## src/sdq_pkg.sv

```systemverilog
// sdq_pkg: shared types and constants for the sorted delay event queue
// no dependencies; imported by every module of the block
package sdq_pkg;

  localparam int unsigned TIME_W  = 32;  // delay and remaining time width
  localparam int unsigned EV_W    = 16;  // event payload width on the ports
  localparam int unsigned MAX_OUT = 16;  // most due events emitted per tick
  localparam int unsigned CNT_W   = 5;   // counts 0 .. MAX_OUT

  typedef enum logic [1:0] {
    CMD_SCHEDULE = 2'd0,
    CMD_TICK     = 2'd1,
    CMD_CLEAR    = 2'd2
  } cmd_e;

  typedef enum logic [2:0] {
    KIND_SCHEDULED = 3'd0,
    KIND_FULL      = 3'd1,
    KIND_DUE       = 3'd2,
    KIND_NONE_DUE  = 3'd3,
    KIND_CLEARED   = 3'd4
  } kind_e;

  typedef enum logic [3:0] {
    ST_IDLE,
    ST_DISPATCH,
    ST_SCH_FREE,
    ST_SCH_CMP,
    ST_SCH_LINK,
    ST_SCH_DONE,
    ST_TCK_SUB,
    ST_TCK_HEAD,
    ST_TCK_CHK,
    ST_TCK_DONE
  } state_e;

endpackage

```

## src/sdq_time_unit.sv

```systemverilog
// sdq_time_unit: shared subtractor for remaining times
// gives the saturated difference and a greater-than flag; uses sdq_pkg
module sdq_time_unit (
  input  logic [sdq_pkg::TIME_W-1:0] a_i,
  input  logic [sdq_pkg::TIME_W-1:0] b_i,
  output logic [sdq_pkg::TIME_W-1:0] diff_o,  // max(a - b, 0)
  output logic                       gt_o     // a > b
);
  import sdq_pkg::*;

  logic [TIME_W:0] diff;

  assign diff   = {1'b0, a_i} - {1'b0, b_i};
  assign diff_o = diff[TIME_W] ? '0 : diff[TIME_W-1:0];
  assign gt_o   = !diff[TIME_W] && (|diff[TIME_W-1:0]);

endmodule

```

## src/sdq_node_mem.sv

```systemverilog
// sdq_node_mem: slot storage for times, payloads and list links
// one registered read port shared by all three arrays; uses sdq_pkg
module sdq_node_mem #(
  parameter int unsigned NODES = 16,
  parameter int unsigned PW    = 16
) (
  input  logic                        clk_i,
  input  logic                        rst_ni,
  input  logic                        clear_i,
  input  logic                        rd_en_i,
  input  logic [$clog2(NODES)-1:0]    rd_addr_i,
  output logic [sdq_pkg::TIME_W-1:0]  rd_time_o,
  output logic [PW-1:0]               rd_pay_o,
  output logic [$clog2(NODES+1)-1:0]  rd_link_o,
  input  logic                        time_we_i,
  input  logic [$clog2(NODES)-1:0]    time_addr_i,
  input  logic [sdq_pkg::TIME_W-1:0]  time_data_i,
  input  logic                        pay_we_i,
  input  logic [$clog2(NODES)-1:0]    pay_addr_i,
  input  logic [PW-1:0]               pay_data_i,
  input  logic                        link_we_i,
  input  logic [$clog2(NODES)-1:0]    link_addr_i,
  input  logic [$clog2(NODES+1)-1:0]  link_data_i
);
  import sdq_pkg::*;

  localparam int unsigned IW = $clog2(NODES);
  localparam int unsigned AW = $clog2(NODES + 1);

  logic [TIME_W-1:0] time_mem [NODES];
  logic [PW-1:0]     pay_mem  [NODES];
  logic [AW-1:0]     link_mem [NODES];
  logic [NODES-1:0]  link_vld_q;

  logic [TIME_W-1:0] rd_time_q;
  logic [PW-1:0]     rd_pay_q;
  logic [AW-1:0]     rd_link_q;
  logic              rd_vld_q;
  logic [IW-1:0]     rd_addr_q;

  always_ff @(posedge clk_i) begin
    if (time_we_i) begin
      time_mem[time_addr_i] <= time_data_i;
    end
    if (pay_we_i) begin
      pay_mem[pay_addr_i] <= pay_data_i;
    end
    if (link_we_i) begin
      link_mem[link_addr_i] <= link_data_i;
    end
  end

  always_ff @(posedge clk_i) begin
    if (rd_en_i) begin
      rd_time_q <= time_mem[rd_addr_i];
      rd_pay_q  <= pay_mem[rd_addr_i];
      rd_link_q <= link_mem[rd_addr_i];
      rd_addr_q <= rd_addr_i;
    end
  end

  // link valid bits: an unwritten link reads as the free chain
  always_ff @(posedge clk_i or negedge rst_ni) begin
    if (!rst_ni) begin
      link_vld_q <= '0;
      rd_vld_q   <= 1'b0;
    end else begin
      if (clear_i) begin
        link_vld_q <= '0;
      end else if (link_we_i) begin
        link_vld_q[link_addr_i] <= 1'b1;
      end
      if (rd_en_i) begin
        rd_vld_q <= link_vld_q[rd_addr_i];
      end
    end
  end

  assign rd_time_o = rd_time_q;
  assign rd_pay_o  = rd_pay_q;
  assign rd_link_o = rd_vld_q ? rd_link_q : (AW'(rd_addr_q) + AW'(1));

endmodule

```

## src/sorted_delay_event_queue_top.sv

```systemverilog
// schedule: fetch the free slot, then walk the time list one entry per compare, and take a
// link step when the new entry lands behind an existing entry; a full queue reports KIND_FULL
// tick: sweep all live entries to lower their times, then unlink due events from the head
// one item at a time, input ready only while idle
// the single node memory read port and the shared subtractor serialise these steps
// reset: empty queue, free chain 0 .. NODES-1, no clearing pass needed
// sorted_delay_event_queue_top: sequencer, list registers and output stage
module sorted_delay_event_queue_top #(
  parameter int unsigned NODES      = 16,
  parameter int unsigned EVENT_BITS = 16
) (
  input  logic        clk_i,
  input  logic        rst_ni,
  input  logic        s_axis_tvalid_i,
  output logic        s_axis_tready_o,
  input  logic [47:0] s_axis_tdata_i,   // [31:0] delay_ms, [47:32] event_in
  input  logic [1:0]  s_axis_tuser_i,   // [1:0] cmd
  output logic        m_axis_tvalid_o,
  input  logic        m_axis_tready_i,
  output logic [15:0] m_axis_tdata_o,   // [15:0] event_out
  output logic [2:0]  m_axis_tuser_o,   // [2:0] kind
  output logic        m_axis_tlast_o    // last result of an input item
);
  import sdq_pkg::*;

  localparam int unsigned IW = $clog2(NODES);
  localparam int unsigned AW = $clog2(NODES + 1);
  localparam int unsigned PW = (EVENT_BITS < EV_W) ? EVENT_BITS : EV_W;
  localparam logic [AW-1:0] NULL_LINK = AW'(NODES);

  // sequencer and list registers
  state_e            state_q, state_d;
  cmd_e              cmd_q, cmd_d;
  logic [TIME_W-1:0] delay_q, delay_d;
  logic [PW-1:0]     ev_q, ev_d;
  logic [AW-1:0]     head_q, head_d;     // first slot of the time list
  logic [AW-1:0]     free_q, free_d;     // first free slot
  logic [IW-1:0]     slot_q, slot_d;     // slot taken by a schedule
  logic [IW-1:0]     cand_q, cand_d;     // slot under test in a walk
  logic [IW-1:0]     cur_q, cur_d;       // last slot passed in a walk
  logic              at_head_q, at_head_d;
  logic [CNT_W-1:0]  cnt_q, cnt_d;       // due events taken this tick
  logic              pend_q, pend_d;     // a due event held back to find last
  logic [PW-1:0]     pend_ev_q, pend_ev_d;

  // output stage
  logic              ov_q;
  kind_e             okind_q;
  logic [EV_W-1:0]   oev_q;
  logic              olast_q;
  logic              out_free;
  logic              emit;
  kind_e             emit_kind;
  logic [EV_W-1:0]   emit_ev;
  logic              emit_last;

  // node memory controls
  logic              mem_clear;
  logic              rd_en;
  logic [IW-1:0]     rd_addr;
  logic [TIME_W-1:0] rd_time;
  logic [PW-1:0]     rd_pay;
  logic [AW-1:0]     rd_link;
  logic              time_we, pay_we, link_we;
  logic [IW-1:0]     time_addr, link_addr;
  logic [TIME_W-1:0] time_data;
  logic [AW-1:0]     link_data;

  // shared subtractor: stored time against the latched delay
  logic [TIME_W-1:0] sat_diff;
  logic              time_gt;

  logic              in_xfer;
  logic              head_null, free_null, link_null, cnt_full, time_zero;

  assign s_axis_tready_o = (state_q == ST_IDLE);
  assign in_xfer         = s_axis_tvalid_i && s_axis_tready_o;
  assign out_free        = !ov_q || m_axis_tready_i;
  assign head_null       = (head_q == NULL_LINK);
  assign free_null       = (free_q == NULL_LINK);
  assign link_null       = (rd_link == NULL_LINK);
  assign cnt_full        = (cnt_q == CNT_W'(MAX_OUT));
  assign time_zero       = (rd_time == '0);

  sdq_node_mem #(
    .NODES (NODES),
    .PW    (PW)
  ) u_node_mem (
    .clk_i       (clk_i),
    .rst_ni      (rst_ni),
    .clear_i     (mem_clear),
    .rd_en_i     (rd_en),
    .rd_addr_i   (rd_addr),
    .rd_time_o   (rd_time),
    .rd_pay_o    (rd_pay),
    .rd_link_o   (rd_link),
    .time_we_i   (time_we),
    .time_addr_i (time_addr),
    .time_data_i (time_data),
    .pay_we_i    (pay_we),
    .pay_addr_i  (slot_q),
    .pay_data_i  (ev_q),
    .link_we_i   (link_we),
    .link_addr_i (link_addr),
    .link_data_i (link_data)
  );

  sdq_time_unit u_time_unit (
    .a_i    (rd_time),
    .b_i    (delay_q),
    .diff_o (sat_diff),
    .gt_o   (time_gt)
  );

  // next state
  always_comb begin
    state_d = state_q;
    case (state_q)
      ST_IDLE: begin
        if (in_xfer) begin
          state_d = ST_DISPATCH;
        end
      end
      ST_DISPATCH: begin
        case (cmd_q)
          CMD_SCHEDULE: begin
            if (!free_null) begin
              state_d = ST_SCH_FREE;
            end else if (out_free) begin
              state_d = ST_IDLE;
            end
          end
          CMD_TICK:  state_d = head_null ? ST_TCK_HEAD : ST_TCK_SUB;
          CMD_CLEAR: state_d = out_free ? ST_IDLE : ST_DISPATCH;
          default:   state_d = ST_IDLE;
        endcase
      end
      ST_SCH_FREE: state_d = head_null ? ST_SCH_DONE : ST_SCH_CMP;
      ST_SCH_CMP: begin
        if (time_gt) begin
          state_d = at_head_q ? ST_SCH_DONE : ST_SCH_LINK;
        end else if (link_null) begin
          state_d = ST_SCH_LINK;
        end
      end
      ST_SCH_LINK: state_d = ST_SCH_DONE;
      ST_SCH_DONE: begin
        if (out_free) begin
          state_d = ST_IDLE;
        end
      end
      ST_TCK_SUB: begin
        if (link_null) begin
          state_d = ST_TCK_HEAD;
        end
      end
      ST_TCK_HEAD: state_d = (head_null || cnt_full) ? ST_TCK_DONE : ST_TCK_CHK;
      ST_TCK_CHK: begin
        if (!time_zero) begin
          state_d = ST_TCK_DONE;
        end else if (!pend_q || out_free) begin
          state_d = ST_TCK_HEAD;
        end
      end
      ST_TCK_DONE: begin
        if (out_free) begin
          state_d = ST_IDLE;
        end
      end
      default: state_d = ST_IDLE;
    endcase
  end

  // datapath, memory controls and result emission
  always_comb begin
    cmd_d     = cmd_q;
    delay_d   = delay_q;
    ev_d      = ev_q;
    head_d    = head_q;
    free_d    = free_q;
    slot_d    = slot_q;
    cand_d    = cand_q;
    cur_d     = cur_q;
    at_head_d = at_head_q;
    cnt_d     = cnt_q;
    pend_d    = pend_q;
    pend_ev_d = pend_ev_q;
    mem_clear = 1'b0;
    rd_en     = 1'b0;
    rd_addr   = head_q[IW-1:0];
    time_we   = 1'b0;
    time_addr = slot_q;
    time_data = delay_q;
    pay_we    = 1'b0;
    link_we   = 1'b0;
    link_addr = slot_q;
    link_data = NULL_LINK;
    emit      = 1'b0;
    emit_kind = KIND_SCHEDULED;
    emit_ev   = '0;
    emit_last = 1'b1;
    case (state_q)
      ST_IDLE: begin
        if (in_xfer) begin
          cmd_d   = cmd_e'(s_axis_tuser_i);
          delay_d = s_axis_tdata_i[TIME_W-1:0];
          ev_d    = s_axis_tdata_i[TIME_W +: PW];
        end
      end
      ST_DISPATCH: begin
        case (cmd_q)
          CMD_SCHEDULE: begin
            if (!free_null) begin
              // fetch the free slot to learn the next free one
              slot_d  = free_q[IW-1:0];
              rd_en   = 1'b1;
              rd_addr = free_q[IW-1:0];
            end else if (out_free) begin
              emit      = 1'b1;
              emit_kind = KIND_FULL;
            end
          end
          CMD_TICK: begin
            cnt_d  = '0;
            pend_d = 1'b0;
            cand_d = head_q[IW-1:0];
            rd_en  = !head_null;
          end
          CMD_CLEAR: begin
            if (out_free) begin
              emit      = 1'b1;
              emit_kind = KIND_CLEARED;
              head_d    = NULL_LINK;
              free_d    = '0;
              mem_clear = 1'b1;
            end
          end
          default: ;
        endcase
      end
      ST_SCH_FREE: begin
        free_d  = rd_link;
        time_we = 1'b1;
        pay_we  = 1'b1;
        if (head_null) begin
          // first entry of an empty list
          link_we = 1'b1;
          head_d  = AW'(slot_q);
        end else begin
          rd_en     = 1'b1;
          cand_d    = head_q[IW-1:0];
          at_head_d = 1'b1;
        end
      end
      ST_SCH_CMP: begin
        if (time_gt) begin
          // new entry goes in front of the candidate
          link_we   = 1'b1;
          link_data = AW'(cand_q);
          if (at_head_q) begin
            head_d = AW'(slot_q);
          end
        end else begin
          cur_d     = cand_q;
          at_head_d = 1'b0;
          if (link_null) begin
            link_we = 1'b1;  // new entry becomes the tail
          end else begin
            cand_d  = rd_link[IW-1:0];
            rd_en   = 1'b1;
            rd_addr = rd_link[IW-1:0];
          end
        end
      end
      ST_SCH_LINK: begin
        link_we   = 1'b1;
        link_addr = cur_q;
        link_data = AW'(slot_q);
      end
      ST_SCH_DONE: begin
        if (out_free) begin
          emit      = 1'b1;
          emit_kind = KIND_SCHEDULED;
        end
      end
      ST_TCK_SUB: begin
        // lower the time of the candidate, clamped at zero
        time_we   = 1'b1;
        time_addr = cand_q;
        time_data = sat_diff;
        if (!link_null) begin
          cand_d  = rd_link[IW-1:0];
          rd_en   = 1'b1;
          rd_addr = rd_link[IW-1:0];
        end
      end
      ST_TCK_HEAD: begin
        rd_en = !(head_null || cnt_full);
      end
      ST_TCK_CHK: begin
        if (time_zero && (!pend_q || out_free)) begin
          // unlink the head, return it to the free list
          emit      = pend_q;
          emit_kind = KIND_DUE;
          emit_ev   = EV_W'(pend_ev_q);
          emit_last = 1'b0;
          pend_d    = 1'b1;
          pend_ev_d = rd_pay;
          head_d    = rd_link;
          link_we   = 1'b1;
          link_addr = head_q[IW-1:0];
          link_data = free_q;
          free_d    = head_q;
          cnt_d     = cnt_q + CNT_W'(1);
        end
      end
      ST_TCK_DONE: begin
        if (out_free) begin
          emit      = 1'b1;
          emit_kind = pend_q ? KIND_DUE : KIND_NONE_DUE;
          emit_ev   = pend_q ? EV_W'(pend_ev_q) : '0;
        end
      end
      default: ;
    endcase
  end

  always_ff @(posedge clk_i or negedge rst_ni) begin
    if (!rst_ni) begin
      state_q <= ST_IDLE;
      head_q  <= NULL_LINK;
      free_q  <= '0;
      cnt_q   <= '0;
      pend_q  <= 1'b0;
      ov_q    <= 1'b0;
    end else begin
      state_q <= state_d;
      head_q  <= head_d;
      free_q  <= free_d;
      cnt_q   <= cnt_d;
      pend_q  <= pend_d;
      if (emit) begin
        ov_q <= 1'b1;
      end else if (m_axis_tready_i) begin
        ov_q <= 1'b0;
      end
    end
  end

  // payload registers, no reset
  always_ff @(posedge clk_i) begin
    cmd_q     <= cmd_d;
    delay_q   <= delay_d;
    ev_q      <= ev_d;
    slot_q    <= slot_d;
    cand_q    <= cand_d;
    cur_q     <= cur_d;
    at_head_q <= at_head_d;
    pend_ev_q <= pend_ev_d;
    if (emit) begin
      okind_q <= emit_kind;
      oev_q   <= emit_ev;
      olast_q <= emit_last;
    end
  end

  assign m_axis_tvalid_o = ov_q;
  assign m_axis_tdata_o  = oev_q;
  assign m_axis_tuser_o  = okind_q;
  assign m_axis_tlast_o  = olast_q;

endmodule
```

## config.mk

```make
export PLATFORM = sky130hd
export DESIGN_NAME = sorted_delay_event_queue_top
export DESIGN_NICKNAME = d
export VERILOG_FILES = /design/src/sdq_pkg.sv /design/src/sdq_time_unit.sv /design/src/sdq_node_mem.sv /design/src/sorted_delay_event_queue_top.sv
export SDC_FILE = /design/constraint.sdc
export NUM_CORES = 1
export LEC_CHECK = 0
export ABC_AREA = 1
export BUFFER_PORTS_ARGS = -buffer_cell sky130_fd_sc_hd__buf_2
export CELL_PAD_IN_SITES_DETAIL_PLACEMENT = 1
export CELL_PAD_IN_SITES_GLOBAL_PLACEMENT = 2
export CORE_MARGIN = 10
export CORE_UTILIZATION = 43
export CTS_BUF_LIST = sky130_fd_sc_hd__clkbuf_4 sky130_fd_sc_hd__clkbuf_8 sky130_fd_sc_hd__clkbuf_16
export DETAILED_ROUTE_END_ITERATION = 10
export PLACE_DENSITY = 0.82
export SETUP_SLACK_MARGIN = 0.05
export SYNTH_ARGS = -nofsm -noshare
export SYNTH_HDL_FRONTEND = slang
export SYNTH_HIERARCHICAL = 1
export SYNTH_SLANG_ARGS = --single-unit
```

## constraint.sdc

```tcl
create_clock -name clk_i -period 5.33 [get_ports clk_i]
set_clock_uncertainty 0.2 [all_clocks]
set_input_delay 0 -clock clk_i [delete_from_list [all_inputs] [get_ports clk_i]]
set_output_delay 0 -clock clk_i [all_outputs]
set_load 0.1 [all_outputs]
```

-- After elaboration in Yosys (flattened, before gate mapping)
Memories as Yosys holds them, arrays and structs flattened. A register that Yosys moved wholly into a read port is not among the register bits.
Cells that the tools add are included.
W data, S select, Z words.
- order comparisons: 3
- muxes and demuxes: 101
- bitwise gates (word level): 3
- equality and inequality tests: 28
- reduce and logical (&&, ||, !) cells: 35
- add/sub/neg operators: 3
- operator list (cell ; count):
    $mux W16 ; 5
    $mux W4 ; 18
    $mux W5 ; 14
    $mux W32 ; 2
    $mux W1 ; 37
    $pmux W4 S9 ; 1
    $sub A32 B32 Y33 ; 1
    $logic_not A32 Y1 ; 1
    $pmux W16 S2 ; 1
    $reduce_or A32 Y1 ; 1
    $pmux W5 S3 ; 2
    $pmux W4 S3 ; 2
    $eq A5 B5 Y1 const B ; 4
    $pmux W5 S4 ; 1
    $ne A2 B2 Y1 const B ; 9
    $eq A4 B3 Y1 const B ; 4
    $or A16 B16 Y16 ; 1
    $pmux W4 S4 ; 1
    $reduce_and A4 Y1 ; 3
    $lt A4 B5 Y1 const B ; 2
    $pmux W5 S2 ; 1
    $pmux W3 S3 ; 1
    $reduce_and A3 Y1 ; 3
    $eq A4 B2 Y1 const B ; 2
    other kinds (31) ; 56
- memories kept: 3
- flip-flop bits (word level): 141
- output and inout port bits: 22
- RAM bits: 848
- memory list (memory ; depth ; bits a word ; rd ports ; clocked after memory_dff ; write ports ; line ; RTL):
    u_node_mem.time_mem ; 16 ; 32 ; 1 ; 1 ; 1 ; sdq_node_mem.sv:30 ; logic [TIME_W-1:0] time_mem [NODES];
    u_node_mem.pay_mem ; 16 ; 16 ; 1 ; 1 ; 1 ; sdq_node_mem.sv:31 ; logic [PW-1:0] pay_mem [NODES];
    u_node_mem.link_mem ; 16 ; 5 ; 1 ; 1 ; 1 ; sdq_node_mem.sv:32 ; logic [AW-1:0] link_mem [NODES];

-- Logic depth before layout (Yosys ltp)
- depth in word-level cells: 13
- depth in mapped cells: 39
- mapped depth without buffers: 36

-- By module
The synthesis kept the hierarchy.
- by module, submodules not included (module ; sequential area each (sq um) ; times used ; area each (sq um) ; cells each):
    sdq_node_mem ; 27601.5 ; 1 ; 36118.4 ; 2717
    sorted_delay_event_queue_top ; 3499.6 ; 1 ; 5649.2 ; 597
    sdq_time_unit ; 0.0 ; 1 ; 3081.7 ; 637

-- Least setup slack after synthesis
No wires, ideal clock.
- path kind: flip-flop to flip-flop
- start point: reg u_node_mem.rd_time_q[0] (netlist: u_node_mem/rd_time_o[0]) (read register of u_node_mem.time_mem)
- end point: reg u_node_mem.rd_vld_q
- cell stages (with the launch flop): 29
- arrival time: 4.336 ns
- period minus slack after synthesis: 4.606 ns
- slack: 0.724 ns
- required time: 5.060 ns
- path through: edfxtp_1 -> inv_1 -> ha_1 -> inv_1 -> fa_1 -> nand2_1 -> nand2_1 -> nand3_2 -> nand2_2 -> nand2_1 -> nand2_2 -> nand2_2 -> nand2_1 -> nand2_1 -> nand2_1 -> nand2_1 -> nor2_1 -> nand3_1 -> nor2_1 -> nor2_1 -> inv_1 -> nand2_4 -> nand2_2 -> nand2_1 -> nand2_1 -> inv_2 -> nand2_1 -> or2_2 -> nand2_1
- elaborated cells between the ends (all ways): 10
- those cells by class: add/sub: 1; mux: 6; reduce/logical: 3
- RTL lines (what ; line ; RTL):
    start, declared ; sdq_node_mem.sv:35 ; logic [TIME_W-1:0] rd_time_q;
    $sub A32 B32 Y33 * ; sdq_time_unit.sv:13 ; assign diff = {1'b0, a_i} - {1'b0, b_i};
    $reduce_or A32 Y1 or $logic_not A1 Y1 (tied branches) ; sdq_time_unit.sv:15 ; assign gt_o = !diff[TIME_W] && (|diff[TIME_W-1:0]);
    $logic_and A1 B1 Y1 * ; sdq_time_unit.sv:15 ;
    net time_gt ; sorted_delay_event_queue_top.sv:71 ; logic time_gt;
    $mux W1 * ; sorted_delay_event_queue_top.sv:256 ; if (time_gt) begin
    $pmux W1 S5 * ; sorted_delay_event_queue_top.sv:202 ; case (state_q)
    net rd_en ; sorted_delay_event_queue_top.sv:59 ; logic rd_en;
    end signal, assigned ; sdq_node_mem.sv:74 ; rd_vld_q <= link_vld_q[rd_addr_i];
    end, declared ; sdq_node_mem.sv:38 ; logic rd_vld_q;
Mark *: on every way through the listed nets, which the timed path passes. The rest lies on a longest branch. The select of a mux whose other input is x is not followed.
A chain may end at the register's enable or synchronous reset.

-- Final worst setup path
- start point: reg u_node_mem.rd_time_q[22] (netlist: u_node_mem/rd_time_o[22]) (read register of u_node_mem.time_mem)
- end point: reg u_node_mem.rd_time_q[18] (netlist: u_node_mem/rd_time_o[18]) (read register of u_node_mem.time_mem) (data pin)
- longest elaborated chain between the ends: 5
- elaborated cells between the ends (all ways): 8
- those cells by class: add/sub: 1; mux: 4; reduce/logical: 3
- ends and longest elaborated chain (what ; line ; RTL):
    $sub A32 B32 Y33 * ; sdq_time_unit.sv:13 ;
    $reduce_or A32 Y1 or $logic_not A1 Y1 (tied branches) ; sdq_time_unit.sv:15 ;
    $logic_and A1 B1 Y1 * ; sdq_time_unit.sv:15 ;
    net time_gt ; sorted_delay_event_queue_top.sv:71 ;
    $mux W4 * ; sorted_delay_event_queue_top.sv:256 ;
    $pmux W4 S3 * ; sorted_delay_event_queue_top.sv:202 ;
    net rd_addr[0] ; sorted_delay_event_queue_top.sv:60 ; logic [IW-1:0] rd_addr;
Mark *: on every way through the listed nets, which the timed path passes. The rest lies on a longest branch.

==> impl_summary.log <==
[metrics] synthesized cell area: around 45000 um^2
[metrics] synthesized instance count: 3951
[metrics] total global routing overflow: 0
[metrics] placed standard-cell area: around 48000 um^2
[metrics] Die Area: approximately 120000 um^2
[metrics] final setup fails: 0
[metrics] starting utilization of the core area: approximately 43%
[metrics] Synth Area in XOR/XNOR: less than 1%
[metrics] non-filler instance count after layout: about 5700
[metrics] buffer and inverter count on the worst path: 5
[metrics] signal arrival time at the worst endpoint: between 5 and 6 ns
[metrics] Hold Fails Final Rpt: 0
[metrics] ratio of cells with drive above 1 in the final layout: between 10 and 15%
[metrics] number of enable flip-flop cells after synthesis: roughly 1000
[metrics] Worst Setup Start Kind: flop
[metrics] Max-Cap Viols: 0
[metrics] primary flip-flop cell chosen by synthesis mapping: edfxtp_1
[metrics] Final Routed Wirelength: between 100000 and 150000 um
[metrics] Top-Level Pins: 76
[metrics] area grow syn2layout: 17.6%
[metrics] Initial DRC Count: between 3000 and 4000
[metrics] area fraction in compound gates after synthesis: a little under a tenth
[metrics] Post-synth ARST share: ~3.6%
[metrics] slowest stage cell on the critical path: edfxtp_1
[metrics] Worst Path Max Fanout: between 60 and 70
[metrics] main combinational cell family by area after synthesis: simple AND/OR/NAND/NOR gates
[metrics] outcome: completed
[metrics] width of the die: between 300 and 400 um
[metrics] clk_lat worst skew: between 0.7 and 0.8 ns
[metrics] final critical path time including I/O delays and setup: about 5.1 ns
[metrics] final design instance area without fill: between 50000 and 60000 um^2
[metrics] remaining routing DRC violations: 0
[metrics] root buf cell: clkbuf_16
[metrics] via count of the first global-routing pass: approximately 33000
[metrics] wire length of the first global-routing pass: ~210000 um
[metrics] flip-flop and latch count after synthesis: between 1000 and 1500
[metrics] number of vias in the routed layout: 31700
[metrics] peak clock frequency supported by timing: ~0.2 GHz
[metrics] VDD IR-drop max: between 400 and 500 uV
[metrics] number of slew-limit violations in the final report: 0
[metrics] GPL Wtd Cong: slightly below 0.9
[metrics] Cell Pwr Density: ~560 nW/um^2
[metrics] H-tree depth: 3
[metrics] worst min-delay path class: in2reg
[metrics] Final nets: 4279
[metrics] unrepaired setup endpoints after global routing: no
[metrics] Clock Path Buffers: 3
[metrics] maximum number of pins on one net before global-route repair: 65
[metrics] wire length per cell after detailed routing: 24.9 um
[metrics] synthesized net count: 4042
[metrics] CTS buffer count: ~110
[metrics] count of input and output buffers: between 70 and 80
[metrics] antenna diode count: 0
[metrics] most common cell after layout, fill and taps aside: edfxtp_1
[metrics] worst setup path category: reg2reg
[metrics] total routing usage reported by global routing: a little under a quarter
[metrics] Row Count: about 120
[metrics] slack of the worst reg-to-reg path: around 0.24 ns
[metrics] drt via density: about 5.6
[metrics] leakage power summed over all cells: 0.0188 uW
[metrics] adder-cell share of the synthesized area: roughly 1.0%
[metrics] clock-pin slew of the registers on the worst-case setup and hold paths: around 0.07 ns
[metrics] Worst-Margin Slew: around 1.3 ns
[metrics] stage delay of the slowest cell on the critical path: about 0.54 ns
[metrics] critical path endpoint category: flop
[metrics] Data required, critical path: roughly 5.6 ns
[metrics] post-detailed-route count of antenna-violating nets: 0
[metrics] setup TNS: 0 ns
[metrics] CTS tree: built
[metrics] count of cell types in the netlist: 52
[metrics] multiplexer area fraction after synthesis: 0%
[metrics] Max-Slew Margin vs Limit: between 10% and 20%
[metrics] share of synthesized area occupied by flip-flops and latches: 69.3%
[metrics] DP Cell Count: roughly 5300
[metrics] number of antenna violations at the first check in global routing: 4
[metrics] Final Cycle Share: 95.5%
[metrics] top library cells by usage in the layout, fill and taps aside: edfxtp_1, nor2_1, nand2_1, o21ai_0, inv_1
[metrics] dominant cell type by count on the critical path: nand2_1
[metrics] basic-gate share of the synthesized area counting and, or, nand and nor cells: ~16%
[metrics] Die Y-Extent: between 300 and 400 um
[metrics] post-DP HPWL: roughly 84000 um
[metrics] number of warnings reported in the yosys synthesis log: 6
[metrics] Avg Cell Area, Syn: ~11 um^2
[metrics] Pre-antenna DRT Iters: 7
[metrics] CTS sink cnt: between 1000 and 1500
[metrics] category of cells accounting for the largest share of critical-path delay: simple AND/OR/NAND/NOR gates
[metrics] core region area: around 100000 um^2
[final timing paths]
path | from | endpoint | cells after the start
worst max-delay path | u_node_mem/rd_time_o[22] | u_node_mem/rd_time_o[18] | 27
worst min-delay path | m_axis_tready_i | m_axis_tvalid_o | 5
worst max register to register | u_node_mem/rd_time_o[22] | u_node_mem/rd_time_o[18] | 27
worst min register to register | u_node_mem/rd_pay_o[11] | pend_ev_q[11] | 0
max in group asynchronous | rst_ni | head_q[3] | 4
min in group asynchronous | rst_ni | u_node_mem/link_vld_q[15] | 4
[sequential cells by signal (all words and copies together) (netlist names), 2 cells and up]
register	cells
delay_q	32
u_node_mem/rd_link_q	5
u_node_mem/pay_mem	256
slot_q	4
cmd_q	2
cand_q	4
u_node_mem/link_vld_q	16
u_node_mem/rd_addr_q	4
m_axis_tdata_o	16
u_node_mem/rd_pay_o	16
u_node_mem/time_mem	512
free_q	5
head_q	5
u_node_mem/rd_time_o	32
m_axis_tuser_o	3
cnt_q	5
pend_ev_q	16
u_node_mem/link_mem	80
cur_q	4
ev_q	16
state_q	4
[kinds of logic after synthesis]
logic type	count (synthesis)
compound gates	732
xor+xnor	5
fa+ha+maj	37
buf+inv	435
flops	1042
simple gates	1700
[cell usage after synthesis (7+ instances only)]
cell / count / area (um^2)
edfxtp_1: 1004 / 30100
nor2_2: 16 / 100
o22ai_1: 11 / 68.8
a21boi_0: 12 / 90.1
buf_2: 46 / 230
buf_1: 31 / 116
nand2_2: 25 / 156
nor3_1: 13 / 65.1
ha_1: 36 / 450
nand3b_1: 7 / 52.6
nand3_1: 200 / 1000
inv_1: 226 / 848
inv_2: 11 / 41.3
nand4_1: 16 / 100
o21ai_0: 298 / 1490
dfrtp_1: 37 / 926
a21oi_1: 27 / 135
clkbuf_1: 82 / 308
nand2_1: 562 / 2110
buf_6: 20 / 225
nor2_1: 832 / 3120
o21ai_1: 155 / 776
o211ai_1: 213 / 1600
nor2_4: 10 / 113
buf_4: 14 / 105
[per-stage QoR]
stage / utilization (%) / setup WS (ns) / power, uW / hold WS (ns)
2_1_floorplan: - / 0.724 / 17400 / -0.496
3_3_place_gp: 45.9 / -0.193 / 21100 / -0.0230
3_5_place_dp: 45.9 / -0.273 / 21300 / -0.0213
4_1_cts: 50.7 / 0.0529 / 29400 / 0.103
5_1_grt: 51.0 / 0.0541 / 31100 / 0.143
6_report: 51.0 / 0.240 / 29600 / 0.109
[layer usage]
layer | part of all wire, % | up-vias | GRT usage [%]
li1 | - | 14400 | -
met1 | 43 | 16100 | 32.1
met3 | 6.1 | 243 | 3.08
met2 | 48 | 1044 | 38.4
met4 | 3.0 | 0 | 6.68
met5 | 0 | - | 0
[worst min-delay path, stage by stage]
cell,delay (ns)
dlygate4sd3_1,0.52
buf_2,0.11
inv_1,0.03
nand2_1,0.15
o211ai_1,0.11
[layout make-up]
| type | count | area (um^2) |
|---|---|---|
| multi-input cells | 2474 | 12200 |
| repair buffers | 318 | 3060 |
| fillers | 10800 | 50700 |
| clock inverters | 75 | 826 |
| inverters | 240 | 933 |
| clock buffers | 130 | 2910 |
| flip-flops and latches | 1042 | 31100 |
| well taps | 1380 | 1730 |
| repair inverters | 3 | 33.8 |
[what timing repair did]
| item | in CTS | in global routing |
|---|---|---|
| pin swaps | 1 | 3 |
| endpoints found under the hold margin | 139 | 0 |
| gates resized for setup | 10 | 48 |
| buffers inserted | 4 | 7 |
| endpoints found under the setup margin | 54 | 54 |
| hold buffers | 105 | 0 |
| cloned | 3 | 4 |
[where the power goes]
group	total, uW	switching [uW]	internal, uW
combinational	10800	7630	3210
sequential	10900	557	10400
clock	7850	3370	4470
Note: power is estimated with default switching activity, not from simulation.
